## src/tisp_pkg.sv

```systemverilog
// tape image stream parser: shared constants, codes, result and status types
// no dependencies; compiled first
package tisp_pkg;

  localparam int LA_DEPTH  = 16;
  localparam int FILL_W    = $clog2(LA_DEPTH + 1);
  localparam int OFFSET_W  = 32;
  localparam int SYNC_LEN  = 8;
  localparam int TYPE_LEN  = 10;
  localparam int NAME_LEN  = 6;
  localparam int HDR_LEN   = TYPE_LEN + NAME_LEN;
  localparam int ADDR_LEN  = 6;
  localparam int LEFT_W    = 4;
  localparam int PASSES    = 5;

  localparam logic [SYNC_LEN-1:0][7:0] SYNC_PATTERN = {
    8'h74, 8'h7D, 8'h13, 8'hCC, 8'hBA, 8'hDE, 8'hA6, 8'h1F
  };
  localparam logic [7:0] TYPE_TEXT  = 8'hEA;
  localparam logic [7:0] TYPE_BIN   = 8'hD0;
  localparam logic [7:0] TYPE_TOKEN = 8'hD3;
  localparam logic [7:0] TEXT_EOF   = 8'h1A;

  typedef enum logic [2:0] {
    ROLE_SYNC     = 3'd0,
    ROLE_TYPE     = 3'd1,
    ROLE_NAME     = 3'd2,
    ROLE_ADDR     = 3'd3,
    ROLE_PAYLOAD  = 3'd4,
    ROLE_EOF      = 3'd5,
    ROLE_PAD      = 3'd6,
    ROLE_UNPARSED = 3'd7
  } role_e;

  typedef enum logic [2:0] {
    KIND_TEXT   = 3'd0,
    KIND_BIN    = 3'd1,
    KIND_TOKEN  = 3'd2,
    KIND_CUSTOM = 3'd3,
    KIND_NONE   = 3'd4
  } kind_e;

  typedef enum logic [2:0] {
    ST_OK        = 3'd0,
    ST_NO_SYNC   = 3'd1,
    ST_TRUNC     = 3'd2,
    ST_NO_SYNC2  = 3'd3,
    ST_NO_EOF    = 3'd4
  } status_e;

  typedef logic [TYPE_LEN-1:0][7:0] head_t;

  typedef struct packed {
    logic [FILL_W-1:0] fill;
    logic              emit;
    logic              last;
  } win_stat_t;

  typedef struct packed {
    logic [7:0]          out_byte;
    logic [OFFSET_W-1:0] byte_offset;
    role_e               byte_role;
    kind_e               file_kind;
    logic [15:0]         file_number;
    logic [7:0]          block_number;
    logic [1:0]          address_slot;
    logic [15:0]         address_word;
    status_e             parse_status;
    logic                last_result;
  } result_t;

  function automatic logic type_run(head_t h, logic [7:0] v);
    logic hit;
    hit = 1'b1;
    for (int i = 0; i < TYPE_LEN; i++) begin
      if (h[i] != v) hit = 1'b0;
    end
    return hit;
  endfunction

endpackage

```

## src/tisp_intf.sv

```systemverilog
// tape image stream parser: byte request and result request channels
// depends on tisp_pkg for field widths
interface tisp_byte_if;
  import tisp_pkg::*;
  logic       valid;
  logic       ready;
  logic [7:0] data_byte;
  logic       end_of_image;

  modport source(output valid, data_byte, end_of_image, input ready);
  modport sink(input valid, data_byte, end_of_image, output ready);
endinterface

interface tisp_result_if;
  import tisp_pkg::*;
  logic                valid;
  logic                ready;
  logic [7:0]          out_byte;
  logic [OFFSET_W-1:0] byte_offset;
  logic [2:0]          byte_role;
  logic [2:0]          file_kind;
  logic [15:0]         file_number;
  logic [7:0]          block_number;
  logic [1:0]          address_slot;
  logic [15:0]         address_word;
  logic [2:0]          parse_status;
  logic                last_result;

  modport source(output valid, out_byte, byte_offset, byte_role, file_kind, file_number,
                 block_number, address_slot, address_word, parse_status, last_result,
                 input ready);
  modport sink(input valid, out_byte, byte_offset, byte_role, file_kind, file_number,
               block_number, address_slot, address_word, parse_status, last_result,
               output ready);
endinterface

```

## src/tisp_window.sv

```systemverilog
// tape image stream parser: look-ahead shift window with fill count and flush
// depends on tisp_pkg
module tisp_window (
  input  logic                clk_i,
  input  logic                rst_ni,
  input  logic                push_i,
  input  logic [7:0]          push_byte_i,
  input  logic                push_end_i,
  input  logic                pop_i,
  output logic                can_push_o,
  output tisp_pkg::head_t     head_o,
  output tisp_pkg::win_stat_t stat_o
);
  import tisp_pkg::*;

  logic [LA_DEPTH-1:0][7:0] win_q, win_d;
  logic [FILL_W-1:0]        fill_q, fill_d;
  logic [FILL_W-1:0]        wr_pos;
  logic                     flush_q, flush_d;

  assign wr_pos = fill_q - FILL_W'(pop_i);

  always_comb begin
    win_d = win_q;
    if (pop_i) begin
      for (int i = 0; i < LA_DEPTH - 1; i++) begin
        win_d[i] = win_q[i+1];
      end
    end
    if (push_i) begin
      for (int i = 0; i < LA_DEPTH; i++) begin
        if (wr_pos == FILL_W'(i)) win_d[i] = push_byte_i;
      end
    end
  end

  assign fill_d = fill_q + FILL_W'(push_i) - FILL_W'(pop_i);

  always_comb begin
    flush_d = flush_q;
    if (push_i && push_end_i) flush_d = 1'b1;
    else if (pop_i && stat_o.last) flush_d = 1'b0;
  end

  always_ff @(posedge clk_i) begin
    win_q <= win_d;
  end

  always_ff @(posedge clk_i or negedge rst_ni) begin
    if (!rst_ni) begin
      fill_q  <= '0;
      flush_q <= 1'b0;
    end else begin
      fill_q  <= fill_d;
      flush_q <= flush_d;
    end
  end

  assign head_o      = win_q[TYPE_LEN-1:0];
  assign stat_o.fill = fill_q;
  assign stat_o.emit = flush_q ? (fill_q != '0) : (fill_q == FILL_W'(LA_DEPTH));
  assign stat_o.last = flush_q && (fill_q == FILL_W'(1));
  assign can_push_o  = !flush_q && ((fill_q < FILL_W'(LA_DEPTH)) || pop_i);

endmodule

```

## src/tisp_parser.sv

```systemverilog
// tape image stream parser: container state machine and byte classifier
// depends on tisp_pkg; fed by tisp_window
module tisp_parser (
  input  logic                clk_i,
  input  logic                rst_ni,
  input  logic                step_i,
  input  tisp_pkg::head_t     head_i,
  input  tisp_pkg::win_stat_t stat_i,
  output tisp_pkg::result_t   res_o
);
  import tisp_pkg::*;

  typedef enum logic [3:0] {
    M_TOP      = 4'd0,
    M_SYNC     = 4'd1,
    M_TYPE     = 4'd2,
    M_TYPEB    = 4'd3,
    M_NAME     = 4'd4,
    M_DATA_HDR = 4'd5,
    M_ADDR_CHK = 4'd6,
    M_ADDR     = 4'd7,
    M_PAYLOAD  = 4'd8,
    M_ASC_HDR  = 4'd9,
    M_TEXT     = 4'd10,
    M_PAD      = 4'd11,
    M_STOP     = 4'd12
  } mode_e;

  mode_e               mode_q, mode_d;
  logic [LEFT_W-1:0]   left_q, left_d;
  kind_e               kind_q, kind_d;
  logic [15:0]         fcnt_q, fcnt_d;
  logic [7:0]          bcnt_q, bcnt_d;
  logic [7:0]          alo_q, alo_d;
  status_e             stat_q, stat_d;
  logic [OFFSET_W-1:0] pos_q;

  logic        sync_front;
  logic        run_text, run_bin, run_token;
  logic        done;
  role_e       role;
  logic [1:0]  slot;
  logic [15:0] word;
  logic [2:0]  idx;
  logic [7:0]  b;

  assign b          = head_i[0];
  assign sync_front = (stat_i.fill >= FILL_W'(SYNC_LEN)) &&
                      (head_i[SYNC_LEN-1:0] == SYNC_PATTERN);
  assign run_text   = type_run(head_i, TYPE_TEXT);
  assign run_bin    = type_run(head_i, TYPE_BIN);
  assign run_token  = type_run(head_i, TYPE_TOKEN);

  always_comb begin
    mode_d = mode_q;
    left_d = left_q;
    kind_d = kind_q;
    fcnt_d = fcnt_q;
    bcnt_d = bcnt_q;
    alo_d  = alo_q;
    stat_d = stat_q;
    role   = ROLE_UNPARSED;
    slot   = '0;
    word   = '0;
    idx    = '0;
    done   = 1'b0;
    for (int p = 0; p < PASSES; p++) begin
      if (!done) begin
        unique case (mode_d)
          M_TOP: begin
            if (sync_front) begin
              if (kind_d != KIND_NONE && fcnt_d != 16'hFFFF) fcnt_d = fcnt_d + 16'd1;
              kind_d = KIND_NONE;
              bcnt_d = '0;
              mode_d = M_SYNC;
              left_d = LEFT_W'(SYNC_LEN);
            end else begin
              if (kind_d == KIND_NONE && stat_d == ST_OK) stat_d = ST_NO_SYNC;
              mode_d = M_STOP;
            end
          end
          M_SYNC: begin
            if (left_d != '0) left_d = left_d - LEFT_W'(1);
            if (left_d == '0) begin
              if (bcnt_d == '0)            mode_d = M_TYPE;
              else if (kind_d == KIND_BIN)  mode_d = M_ADDR_CHK;
              else if (kind_d == KIND_TEXT) mode_d = M_TEXT;
              else                          mode_d = M_PAYLOAD;
            end
            role = ROLE_SYNC;
            done = 1'b1;
          end
          M_TYPE: begin
            if (stat_i.fill < FILL_W'(TYPE_LEN)) begin
              if (stat_d == ST_OK) stat_d = ST_TRUNC;
              mode_d = M_STOP;
            end else if (run_text || run_bin || run_token) begin
              if (stat_i.fill < FILL_W'(HDR_LEN)) begin
                if (stat_d == ST_OK) stat_d = ST_TRUNC;
                mode_d = M_STOP;
              end else begin
                kind_d = run_text ? KIND_TEXT : (run_bin ? KIND_BIN : KIND_TOKEN);
                mode_d = M_TYPEB;
                left_d = LEFT_W'(TYPE_LEN);
              end
            end else begin
              kind_d = KIND_CUSTOM;
              mode_d = M_PAYLOAD;
            end
          end
          M_TYPEB: begin
            if (left_d != '0) left_d = left_d - LEFT_W'(1);
            if (left_d == '0) begin
              mode_d = M_NAME;
              left_d = LEFT_W'(NAME_LEN);
            end
            role = ROLE_TYPE;
            done = 1'b1;
          end
          M_NAME: begin
            if (left_d != '0) left_d = left_d - LEFT_W'(1);
            if (left_d == '0) mode_d = (kind_d == KIND_TEXT) ? M_ASC_HDR : M_DATA_HDR;
            role = ROLE_NAME;
            done = 1'b1;
          end
          M_DATA_HDR: begin
            if (sync_front) begin
              if (bcnt_d != 8'hFF) bcnt_d = bcnt_d + 8'd1;
              mode_d = M_SYNC;
              left_d = LEFT_W'(SYNC_LEN);
            end else begin
              if (stat_d == ST_OK) stat_d = ST_NO_SYNC2;
              mode_d = M_STOP;
            end
          end
          M_ADDR_CHK: begin
            if (stat_i.fill < FILL_W'(ADDR_LEN)) begin
              if (stat_d == ST_OK) stat_d = ST_TRUNC;
              mode_d = M_STOP;
            end else begin
              mode_d = M_ADDR;
              left_d = LEFT_W'(ADDR_LEN);
            end
          end
          M_ADDR: begin
            idx = 3'(LEFT_W'(ADDR_LEN) - left_d);
            if (idx[0]) begin
              slot = idx[2:1] + 2'd1;
              word = {b, alo_d};
            end else begin
              alo_d = b;
            end
            if (left_d != '0) left_d = left_d - LEFT_W'(1);
            if (left_d == '0) mode_d = M_PAYLOAD;
            role = ROLE_ADDR;
            done = 1'b1;
          end
          M_PAYLOAD: begin
            if (sync_front) begin
              mode_d = M_TOP;
            end else begin
              role = ROLE_PAYLOAD;
              done = 1'b1;
            end
          end
          M_ASC_HDR: begin
            if (sync_front) begin
              if (bcnt_d != 8'hFF) bcnt_d = bcnt_d + 8'd1;
              mode_d = M_SYNC;
              left_d = LEFT_W'(SYNC_LEN);
            end else begin
              if (stat_d == ST_OK) stat_d = ST_NO_EOF;
              mode_d = M_STOP;
            end
          end
          M_TEXT: begin
            if (sync_front) begin
              mode_d = M_ASC_HDR;
            end else if (b == TEXT_EOF) begin
              mode_d = M_PAD;
              role   = ROLE_EOF;
              done   = 1'b1;
            end else begin
              role = ROLE_PAYLOAD;
              done = 1'b1;
            end
          end
          M_PAD: begin
            if (sync_front) begin
              mode_d = M_TOP;
            end else begin
              role = ROLE_PAD;
              done = 1'b1;
            end
          end
          default: begin
            mode_d = M_STOP;
            role   = ROLE_UNPARSED;
            done   = 1'b1;
          end
        endcase
      end
    end

    // checks that only the end of the image can reveal
    if (stat_i.last && stat_d == ST_OK) begin
      priority case (mode_d)
        M_TYPE, M_ADDR_CHK: stat_d = ST_TRUNC;
        M_DATA_HDR:         stat_d = ST_NO_SYNC2;
        M_ASC_HDR, M_TEXT:  stat_d = ST_NO_EOF;
        default:            stat_d = ST_OK;
      endcase
    end
  end

  always_ff @(posedge clk_i or negedge rst_ni) begin
    if (!rst_ni) begin
      mode_q <= M_TOP;
      left_q <= '0;
      kind_q <= KIND_NONE;
      fcnt_q <= '0;
      bcnt_q <= '0;
      alo_q  <= '0;
      stat_q <= ST_OK;
      pos_q  <= '0;
    end else if (step_i) begin
      if (stat_i.last) begin
        mode_q <= M_TOP;
        left_q <= '0;
        kind_q <= KIND_NONE;
        fcnt_q <= '0;
        bcnt_q <= '0;
        alo_q  <= '0;
        stat_q <= ST_OK;
        pos_q  <= '0;
      end else begin
        mode_q <= mode_d;
        left_q <= left_d;
        kind_q <= kind_d;
        fcnt_q <= fcnt_d;
        bcnt_q <= bcnt_d;
        alo_q  <= alo_d;
        stat_q <= stat_d;
        pos_q  <= pos_q + OFFSET_W'(1);
      end
    end
  end

  always_comb begin
    res_o.out_byte     = b;
    res_o.byte_offset  = pos_q;
    res_o.byte_role    = role;
    res_o.file_kind    = kind_d;
    res_o.file_number  = fcnt_d;
    res_o.block_number = bcnt_d;
    res_o.address_slot = slot;
    res_o.address_word = word;
    res_o.parse_status = stat_d;
    res_o.last_result  = stat_i.last;
  end

endmodule

```

## src/tape_image_stream_parser.sv

```systemverilog
// tape image stream parser: top level with result register
// depends on tisp_pkg, tisp_intf, tisp_window, tisp_parser
//
// byte_i takes one image byte per request, end_of_image high on the final byte.
// result_o gives one tagged byte per request: role, file kind, file and block
// numbers, completed address word, and parse status.
// bytes pass through a 16-byte look-ahead window; the first result of an image
// appears once 16 bytes are held, or after end_of_image; each byte is registered
// in the window and then in the result register.
// throughput is one byte per cycle unless result_o stalls: the window shifts
// and the classifier and result register update in the same cycle, set by the
// single window read. after end_of_image the window drains one result per cycle
// unless result_o stalls, up to 16 results, with byte_i.ready low; the final
// result carries last_result, and all parse state returns to its reset values
// for the next image. when result_o stalls, the held result stays put and
// byte_i keeps accepting until the window is full.
// reset clears the window fill, counters and parse state; no clearing pass.
module tape_image_stream_parser (
  input  logic          clk_i,
  input  logic          rst_ni,
  tisp_byte_if.sink     byte_i,
  tisp_result_if.source result_o
);
  import tisp_pkg::*;

  head_t     head;
  win_stat_t wstat;
  result_t   res;
  result_t   out_q;
  logic      out_valid_q;
  logic      out_free;
  logic      pop;
  logic      push;
  logic      can_push;

  assign out_free     = !out_valid_q || result_o.ready;
  assign pop          = wstat.emit && out_free;
  assign push         = byte_i.valid && can_push;
  assign byte_i.ready = can_push;

  tisp_window u_window (
    .clk_i       (clk_i),
    .rst_ni      (rst_ni),
    .push_i      (push),
    .push_byte_i (byte_i.data_byte),
    .push_end_i  (byte_i.end_of_image),
    .pop_i       (pop),
    .can_push_o  (can_push),
    .head_o      (head),
    .stat_o      (wstat)
  );

  tisp_parser u_parser (
    .clk_i  (clk_i),
    .rst_ni (rst_ni),
    .step_i (pop),
    .head_i (head),
    .stat_i (wstat),
    .res_o  (res)
  );

  always_ff @(posedge clk_i) begin
    if (pop) out_q <= res;
  end

  always_ff @(posedge clk_i or negedge rst_ni) begin
    if (!rst_ni) begin
      out_valid_q <= 1'b0;
    end else if (pop) begin
      out_valid_q <= 1'b1;
    end else if (result_o.ready) begin
      out_valid_q <= 1'b0;
    end
  end

  assign result_o.valid        = out_valid_q;
  assign result_o.out_byte     = out_q.out_byte;
  assign result_o.byte_offset  = out_q.byte_offset;
  assign result_o.byte_role    = out_q.byte_role;
  assign result_o.file_kind    = out_q.file_kind;
  assign result_o.file_number  = out_q.file_number;
  assign result_o.block_number = out_q.block_number;
  assign result_o.address_slot = out_q.address_slot;
  assign result_o.address_word = out_q.address_word;
  assign result_o.parse_status = out_q.parse_status;
  assign result_o.last_result  = out_q.last_result;

endmodule
```

## src/flat_wrapper.sv

```systemverilog
// flat-port wrapper written by rule: the top's interface ports become plain ports
module tape_image_stream_parser_flat import tisp_pkg::*;
  (clk_i, rst_ni, byte_i_valid, byte_i_data_byte, byte_i_end_of_image, byte_i_ready, result_o_valid, result_o_out_byte, result_o_byte_offset, result_o_byte_role, result_o_file_kind, result_o_file_number, result_o_block_number, result_o_address_slot, result_o_address_word, result_o_parse_status, result_o_last_result, result_o_ready);
  tisp_byte_if byte_i_i ();
  tisp_result_if result_o_i ();
  input  logic clk_i;
  input  logic rst_ni;
  input wire logic [$bits(byte_i_i.valid)-1:0] byte_i_valid;
  input wire logic [$bits(byte_i_i.data_byte)-1:0] byte_i_data_byte;
  input wire logic [$bits(byte_i_i.end_of_image)-1:0] byte_i_end_of_image;
  output wire logic [$bits(byte_i_i.ready)-1:0] byte_i_ready;
  output wire logic [$bits(result_o_i.valid)-1:0] result_o_valid;
  output wire logic [$bits(result_o_i.out_byte)-1:0] result_o_out_byte;
  output wire logic [$bits(result_o_i.byte_offset)-1:0] result_o_byte_offset;
  output wire logic [$bits(result_o_i.byte_role)-1:0] result_o_byte_role;
  output wire logic [$bits(result_o_i.file_kind)-1:0] result_o_file_kind;
  output wire logic [$bits(result_o_i.file_number)-1:0] result_o_file_number;
  output wire logic [$bits(result_o_i.block_number)-1:0] result_o_block_number;
  output wire logic [$bits(result_o_i.address_slot)-1:0] result_o_address_slot;
  output wire logic [$bits(result_o_i.address_word)-1:0] result_o_address_word;
  output wire logic [$bits(result_o_i.parse_status)-1:0] result_o_parse_status;
  output wire logic [$bits(result_o_i.last_result)-1:0] result_o_last_result;
  input wire logic [$bits(result_o_i.ready)-1:0] result_o_ready;
  assign byte_i_i.valid = byte_i_valid;
  assign byte_i_i.data_byte = byte_i_data_byte;
  assign byte_i_i.end_of_image = byte_i_end_of_image;
  assign byte_i_ready = byte_i_i.ready;
  assign result_o_valid = result_o_i.valid;
  assign result_o_out_byte = result_o_i.out_byte;
  assign result_o_byte_offset = result_o_i.byte_offset;
  assign result_o_byte_role = result_o_i.byte_role;
  assign result_o_file_kind = result_o_i.file_kind;
  assign result_o_file_number = result_o_i.file_number;
  assign result_o_block_number = result_o_i.block_number;
  assign result_o_address_slot = result_o_i.address_slot;
  assign result_o_address_word = result_o_i.address_word;
  assign result_o_parse_status = result_o_i.parse_status;
  assign result_o_last_result = result_o_i.last_result;
  assign result_o_i.ready = result_o_ready;
  tape_image_stream_parser u_core (.clk_i(clk_i), .rst_ni(rst_ni), .byte_i(byte_i_i), .result_o(result_o_i));
endmodule
```

## config.mk

```make
export PLATFORM = sky130hd
export DESIGN_NAME = tape_image_stream_parser_flat
export DESIGN_NICKNAME = d
export VERILOG_FILES = /design/src/tisp_pkg.sv /design/src/tisp_intf.sv /design/src/tisp_window.sv /design/src/tisp_parser.sv /design/src/tape_image_stream_parser.sv /design/src/flat_wrapper.sv
export SDC_FILE = /design/constraint.sdc
export NUM_CORES = 1
export LEC_CHECK = 0
export ABC_AREA = 0
export ABC_CLOCK_PERIOD_IN_PS = 9200
export BUFFER_PORTS_ARGS = -buffer_cell sky130_fd_sc_hd__buf_2
export CORE_MARGIN = 4
export CORE_UTILIZATION = 50
export CTS_BUF_LIST = sky130_fd_sc_hd__clkbuf_8
export CTS_CLUSTER_DIAMETER = 200
export DETAILED_ROUTE_END_ITERATION = 7
export PLACE_DENSITY = 0.67
export SLEW_MARGIN = 20
export SYNTH_ARGS = -nofsm -noshare
export SYNTH_HDL_FRONTEND = slang
export SYNTH_HIERARCHICAL = 1
export SYNTH_SLANG_ARGS = --single-unit
```

## constraint.sdc

```tcl
create_clock -name clk_i -period 9.2 [get_ports clk_i]
set_input_delay 0.46 -clock clk_i [delete_from_list [all_inputs] [get_ports clk_i]]
set_output_delay 0.46 -clock clk_i [all_outputs]
set_load 0.01 [all_outputs]
```

Word-level counts from Yosys, hierarchy flattened
Cells that the tools add are included.
{"block": "op_classes", "n_eq_ne": 134, "reduce_logical": 101, "mux": 424, "order_cmp": 4, "add_sub_neg": 29}
{"cell": "$mux W16", "n": 34}
{"cell": "$mux W4", "n": 136}
{"cell": "$mux W8", "n": 50}
{"cell": "$mux W3", "n": 102}
{"cell": "$ne A8 B8 Y1 const B", "n": 35}
{"cell": "$mux W120", "n": 2}
{"cell": "$pmux W4 S9", "n": 5}
{"cell": "$pmux W4 S7", "n": 5}
{"cell": "$logic_not A4 Y1", "n": 25}
{"cell": "$pmux W3 S8", "n": 4}
{"cell": "$eq A4 B3 Y1 const B", "n": 22}
{"cell": "$eq A4 B4 Y1 const B", "n": 22}
{"cell": "$add A16 B1 Y16 const B", "n": 5}
{"cell": "$ne A16 B16 Y1 const B", "n": 5}
{"cell": "$pmux W8 S2", "n": 5}
{"cell": "$pmux W3 S5", "n": 5}
{"cell": "$eq A64 B63 Y1 const B", "n": 1}
{"cell": "$mux W2", "n": 23}
{"cell": "$eq A4 B2 Y1 const B", "n": 11}
{"cell": "$mux W1", "n": 41}
{"cell": "$add A8 B1 Y8 const B", "n": 5}
{"cell": "$eq A5 B4 Y1 const B", "n": 8}
{"cell": "$logic_not A8 Y1", "n": 5}
{"cell": "$logic_not A3 Y1", "n": 11}
{"cell": "35 further kinds", "n": 125}
{"block": "word_totals", "reg_bits": 305, "elab_cells": 729, "out_inout_bits": 94, "input_bits": 13}

Depth between registers and ports, before layout
{"block": "depth", "word_depth": 53, "ltp_mapped": 28, "depth_no_buf": 27}

Cells and area by module
The synthesis kept the hierarchy.
{"mod": "tisp_parser", "cells_each": 1131, "area_each_um2": 8630.8, "seq_area_each_um2": 1953.1, "instances": 1}
{"mod": "tisp_window", "cells_each": 552, "area_each_um2": 6896.6, "seq_area_each_um2": 2792.7, "instances": 1}
{"mod": "tape_image_stream_parser", "cells_each": 97, "area_each_um2": 2812.7, "seq_area_each_um2": 2787.7, "instances": 1}

Worst setup path after synthesis
No wires, ideal clock.
{"block": "synth_timing", "path_type": "reg-to-reg", "start": "register u_core.u_window.fill_q[2]", "end": "register u_core/u_window/win_q[120] (netlist name), enable pin", "synth_period_minus_slack_ps": 6712, "arrival_ps": 6317, "required_time_ps": 8805, "stages_incl_launch_ff": 15, "n_path_buf": 4, "setup_ps": 395, "setup_slack_ps": 2488, "path_cell_list": "dfrtp_1 inv_1 ha_1 and3_1 mux2_2 and2_1 clkbuf_1 clkbuf_1 clkbuf_1 inv_1 a21oi_1 and2_1 o21ai_4 buf_6 nor4_1"}
{"element": "start, declared", "line": "tisp_window.sv:17", "text": "logic [FILL_W-1:0] fill_q, fill_d;"}
{"element": "start signal, assigned", "line": "tisp_window.sv:54", "text": "fill_q <= fill_d;"}
{"element": "end signal, assigned", "line": "tisp_window.sv:46", "text": "win_q <= win_d;"}
{"element": "end, declared", "line": "tisp_window.sv:16", "text": "logic [LA_DEPTH-1:0][7:0] win_q, win_d;"}

Final worst setup path
{"block": "layout_timing", "start": "register u_core.u_window.win_q (netlist bit u_core/u_window/head_o[5])", "end": "register u_core.u_parser.left_q[2]"}
{"block": "layout_between", "elab_chain_cells": 49, "word_cells_on_any_way": 291, "cone_classes": "6 x add/sub; 51 x eq/ne; 189 x mux; 45 x reduce/logical"}
{"element": "$ne A8 B8 Y1", "line": "tisp_pkg.sv:76", "text": "if (h[i] != v) hit = 1'b0;"}
{"element": "$mux W1 (10 in series)", "line": "tisp_pkg.sv:76"}
{"element": "$logic_or A1 B1 Y1 (2 in series)", "line": "tisp_parser.sv:97", "text": "end else if (run_text || run_bin || run_token) begin"}
{"element": "$mux W4", "line": "tisp_parser.sv:97"}
{"element": "$mux W4", "line": "tisp_parser.sv:94", "text": "if (stat_i.fill < FILL_W'(TYPE_LEN)) begin"}
{"element": "$pmux W4 S7", "line": "tisp_parser.sv:69", "text": "unique case (mode_d)"}
{"element": "$sub A4 B1 Y4 / $reduce_bool A4 Y1 (equally long branches)"}
{"element": "$mux W4"}
{"element": "[23 not listed]"}
{"element": "$mux W4"}
{"element": "$mux W4", "line": "tisp_parser.sv:69"}
{"element": "$mux W4", "line": "tisp_parser.sv:68", "text": "if (!done) begin"}
{"element": "$logic_not A4 Y1", "line": "tisp_parser.sv:113", "text": "if (left_d == '0) begin"}
{"element": "$mux W4", "line": "tisp_parser.sv:113"}
{"element": "$pmux W4 S7", "line": "tisp_parser.sv:69"}
{"element": "$mux W4 (*)", "line": "tisp_parser.sv:68"}
{"element": "$mux W4 (*)", "line": "tisp_parser.sv:227", "text": "if (stat_i.last) begin"}
{"element": "end signal, assigned", "line": "tisp_parser.sv:238", "text": "left_q <= left_d;"}
{"element": "end, declared", "line": "tisp_parser.sv:30", "text": "logic [LEFT_W-1:0] left_q, left_d;"}
Mark *: on every way between the ends. The rest lies on a longest branch, timed or not. The select of a mux whose other input is x is not followed.
A chain may end at the register's enable or synchronous reset.

==> results.toml <==
[timing]
skew_ns = 0.02553
setup_tns_ns = 0
whs_ns = 0.09421
layout_min_cycle_time_ns = 7.046
tightest_slew_ns = 1.050
fmaxAchievable_mhz = 141.9
hold_viol_final = 0
finalSetupViolations = 0
slew_violations = 0
grt_setup_unrepaired = "false"
timing.slew.headroom_pct = 29.12
period_share_pct = 76.59

[cells_and_area]
insertedDiodeCount = 0
post-route-util_pct = 54.51
drive_above_1_share_pct = 27.47
syn_to_final_growth_pct = 6.740
fin_area_um2 = 19580
nFillCells = 3193
num-nets-final = 1829

[setup_path]
reg2reg_to = "u_core/u_parser/left_q[2]"
cp.buffers_inverters = 4
critPathCaptureType = "register"
ff2ff_path_depth = 25
cp-start-kind = "register"
crit_top_cell = "inv_1"
critPathArrivalTime_ns = 7.58
crit_slowest_cell = "a2111oi_0"
critPathMaxFanout = 8
cp_top_family = "simple AND/OR/NAND/NOR gates"
rrSetupSlack_ns = 2.15
slowest_delay_ns = 0.65
cp_data_required_time_ns = 9.73
r2r_start = "u_core/u_window/head_o[5]"
crit_type = "register to register"

[power_and_ir_drop]
power_uw = 6846
leakagePower_uw = 0.007632
vdd_drop_max_mv = 0.1982
power.density_nw_per_um2 = 349.7

[place]
dp_hpwl_um = 33590
port_buffers = 106
post_dp_cell_area_um2 = 18560
gp_congestion = 0.9379

[die]
coreArea_um2 = 35910
start_util_pct = 51.07
rows = 69
die_x_um = 199.5
ios = 107
die_h_um = 199.5
dieArea_um2 = 39810

[global_routing]
grt_max_degree = 95
grt_antenna_before_repair = 0
grt_pass1_vias = 13470
grt-ovfl-total = 0
grt_usage_pct = 23.31
grt_pass1_wl_um = 74660

[clock_network]
clk_path_buf_depth = 3
hold_buffers = 1
cts_resized = 0
cts-root-buf = "clkbuf_8"
post_cts_buffers = 0
numCtsBuffers = 51
htreeDepth = 2
cts_tree = "built"
clkSinkCount = 305
clk_pin_slew_ns = 0.06
insertion_delay_ns = 0.63

[yosys]
synth_edf_count = 100
ys_seq_area_share_pct = 41.08
synth_seq_cells = 305
syn_nets = 1821
synth_ff_type = "dfxtp_1"
ys_async_sr_fraction_pct = 27.87
yosysWarnings = 6
syn_avg_cell_area_um2 = 10.30
synthCells = 1780
synth_area_um2 = 18340
synth_cell_types = 106

[drt]
wl_um = 47130
wl_per_cell_um = 20.56
num_vias = 14090
drtIter0Drc = 1077
drc = 0
final_antenna_net_count = 0
first_pass_iters = 6
vias_per_cell = 6.147

[flow_run]
drv_cap = 0

[run_status]
status = "complete, no violations"

[hold_path]
min_from = "byte_i_end_of_image"
holdPathStages = 2
min_to = "u_core/u_window/flush_q"
hp-class = "input pin to register"
==> layout by cell type (no fill, tap or decap), types with 33 or more instances in the layout <==
cell type | Yosys | routed
a21oi_1 | 47 | 47
and3_1 | 41 | 41
buf_2 | 7 | 105
clkbuf_8 | 0 | 54
dfrtp_1 | 84 | 84
dfxtp_1 | 120 | 120
edfxtp_1 | 100 | 100
inv_1 | 49 | 68
mux2_2 | 242 | 242
nand2_1 | 110 | 110
nand3_1 | 61 | 61
nor2_1 | 125 | 125
nor3_1 | 33 | 33
o21ai_0 | 42 | 42
xnor2_1 | 36 | 36
==> through the flow <==
step / worst slack, ns / std cells
6_report: 2.154 / 2292
5_1_grt: 1.713 / 2292
4_1_cts: 2.251 / 2291
3_5_place_dp: 2.263 / 2194
3_3_place_gp: 2.347 / 2194
2_1_floorplan: 2.488 / 1780
==> routing by layer <==
metal,up-vias,share of wire (%),track usage [%]
li1,6593,-,-
met1,6916,44,31.42
met2,485,48,38.93
met3,96,5.7,3.423
met4,0,2.5,7.346
met5,-,0,0
==> cells by family (layout without fill, tap and decap cells) <==
kind of cell	Yosys count	in the layout	share of synthesized area, %
mux	259	259	15.83
simple gates	591	591	18.54
xor+xnor	68	68	3.452
buf+inv	225	276	6.747
compound gates	304	304	12.40
fa+ha+maj	28	28	1.951
flops	305	305	41.08
==> where the power goes <==
part           internal, uW  total, uW  leakage (uW)  switching [uW]
clock network           604       1160      0.000574             556
registers              2000       2480       0.00312             480
logic                  1410       3200       0.00394            1790
total                  4020       6850       0.00763            2830
==> sequential cells by signal (all words and copies together) (netlist names) <==
signal and flops:
u_core/result_o.parse_status 3, u_core/u_parser/left_q 4, u_core/result_o.out_byte 8, u_core/result_o.valid 1, u_core/result_o.address_word 16, u_core/u_parser/fcnt_q 16
u_core/u_parser/mode_q 4, u_core/u_window/fill_q 5, u_core/result_o.address_slot 2, u_core/u_parser/alo_q 8, u_core/u_window/win_q 48, u_core/u_parser/bcnt_q 8
u_core/u_parser/pos_q 32, u_core/result_o.block_number 8, u_core/u_parser/stat_q 3, u_core/u_window/head_o 80, u_core/result_o.file_number 16, u_core/u_window/flush_q 1
u_core/result_o.file_kind 3, u_core/result_o.byte_offset 32, u_core/u_parser/kind_q 3, u_core/result_o.last_result 1, u_core/result_o.byte_role 3
==> worst register-to-register path, cell delays in order (launching register included) <==
cell,delay (ns)
dfxtp_1,0.38
or4b_1,0.62
nor4_2,0.54
and2_1,0.48
a21boi_2,0.14
a2111oi_0,0.65
nand2b_1,0.30
inv_1,0.14
ha_1,0.21
inv_1,0.09
nor3_1,0.21
or4b_1,0.53
a21bo_1,0.26
a31oi_4,0.34
o211ai_1,0.13
o21ai_0,0.21
inv_1,0.10
ha_1,0.30
a21boi_1,0.09
nor2_1,0.16
inv_1,0.06
ha_1,0.28
nand3_1,0.12
o31a_1,0.31
o211a_1,0.12
o31ai_1,0.18
==> cell type report <==
class | instances | area (um^2) | area share (%)
clock buffers | 54 | 743.2 | 3.796
multi-input cells | 1250 | 9572 | 48.89
flip-flops and latches | 305 | 7533 | 38.48
repair buffers | 128 | 716.9 | 3.662
clock inverters | 42 | 239.0 | 1.221
inverters | 52 | 195.2 | 0.9971
well taps | 461 | 576.8 | 2.946
==> synthesized netlist by cell type (10+ instances only) <==
library cell	number	area, um^2
mux2i_1	13	130.1
mux2_2	242	2725
a211oi_1	15	112.6
and2_1	23	143.9
nor4b_1	15	131.4
and3_1	41	256.5
nor2_1	125	469.2
dfxtp_1	120	2402
inv_1	49	183.9
edfxtp_1	100	3003
a22o_1	31	271.5
dfrtp_1	84	2102
nand2b_1	12	75.07
and4_1	10	87.58
nand3_1	61	305.3
o22ai_1	11	68.82
buf_4	94	705.7
a31oi_1	18	112.6
o31ai_1	10	75.07
or3_1	16	100.1
nor3_1	33	165.2
xnor2_1	36	315.3
nand2_1	110	412.9
clkbuf_1	63	236.5
ha_1	27	337.8
o21a_1	10	75.07
a21oi_1	47	235.2
or2_2	12	75.07
nor4_1	27	168.9
xor2_1	30	262.8
o21ai_0	42	210.2
nand4_1	29	181.4
==> worst max-delay path by stage <==
stage	start	endpoint	slack [ns]	depth (start not counted)
final	u_core/u_window/head_o[5]	u_core/u_parser/left_q[2]	2.15	25
after global routing	u_core/u_window/head_o[4]	u_core/u_parser/left_q[2]	1.71	25
after CTS	u_core/u_window/head_o[5]	u_core/u_parser/left_q[2]	2.25	25
after detailed placement	u_core/u_window/head_o[7]	u_core/u_parser/left_q[2]	2.26	25
after global placement	u_core/u_window/head_o[7]	u_core/u_parser/left_q[2]	2.35	25
after floorplan	u_core/u_window/fill_q[2]	u_core/u_window/win_q[120]	2.49	14
Power figures use the tool's default switching activity.
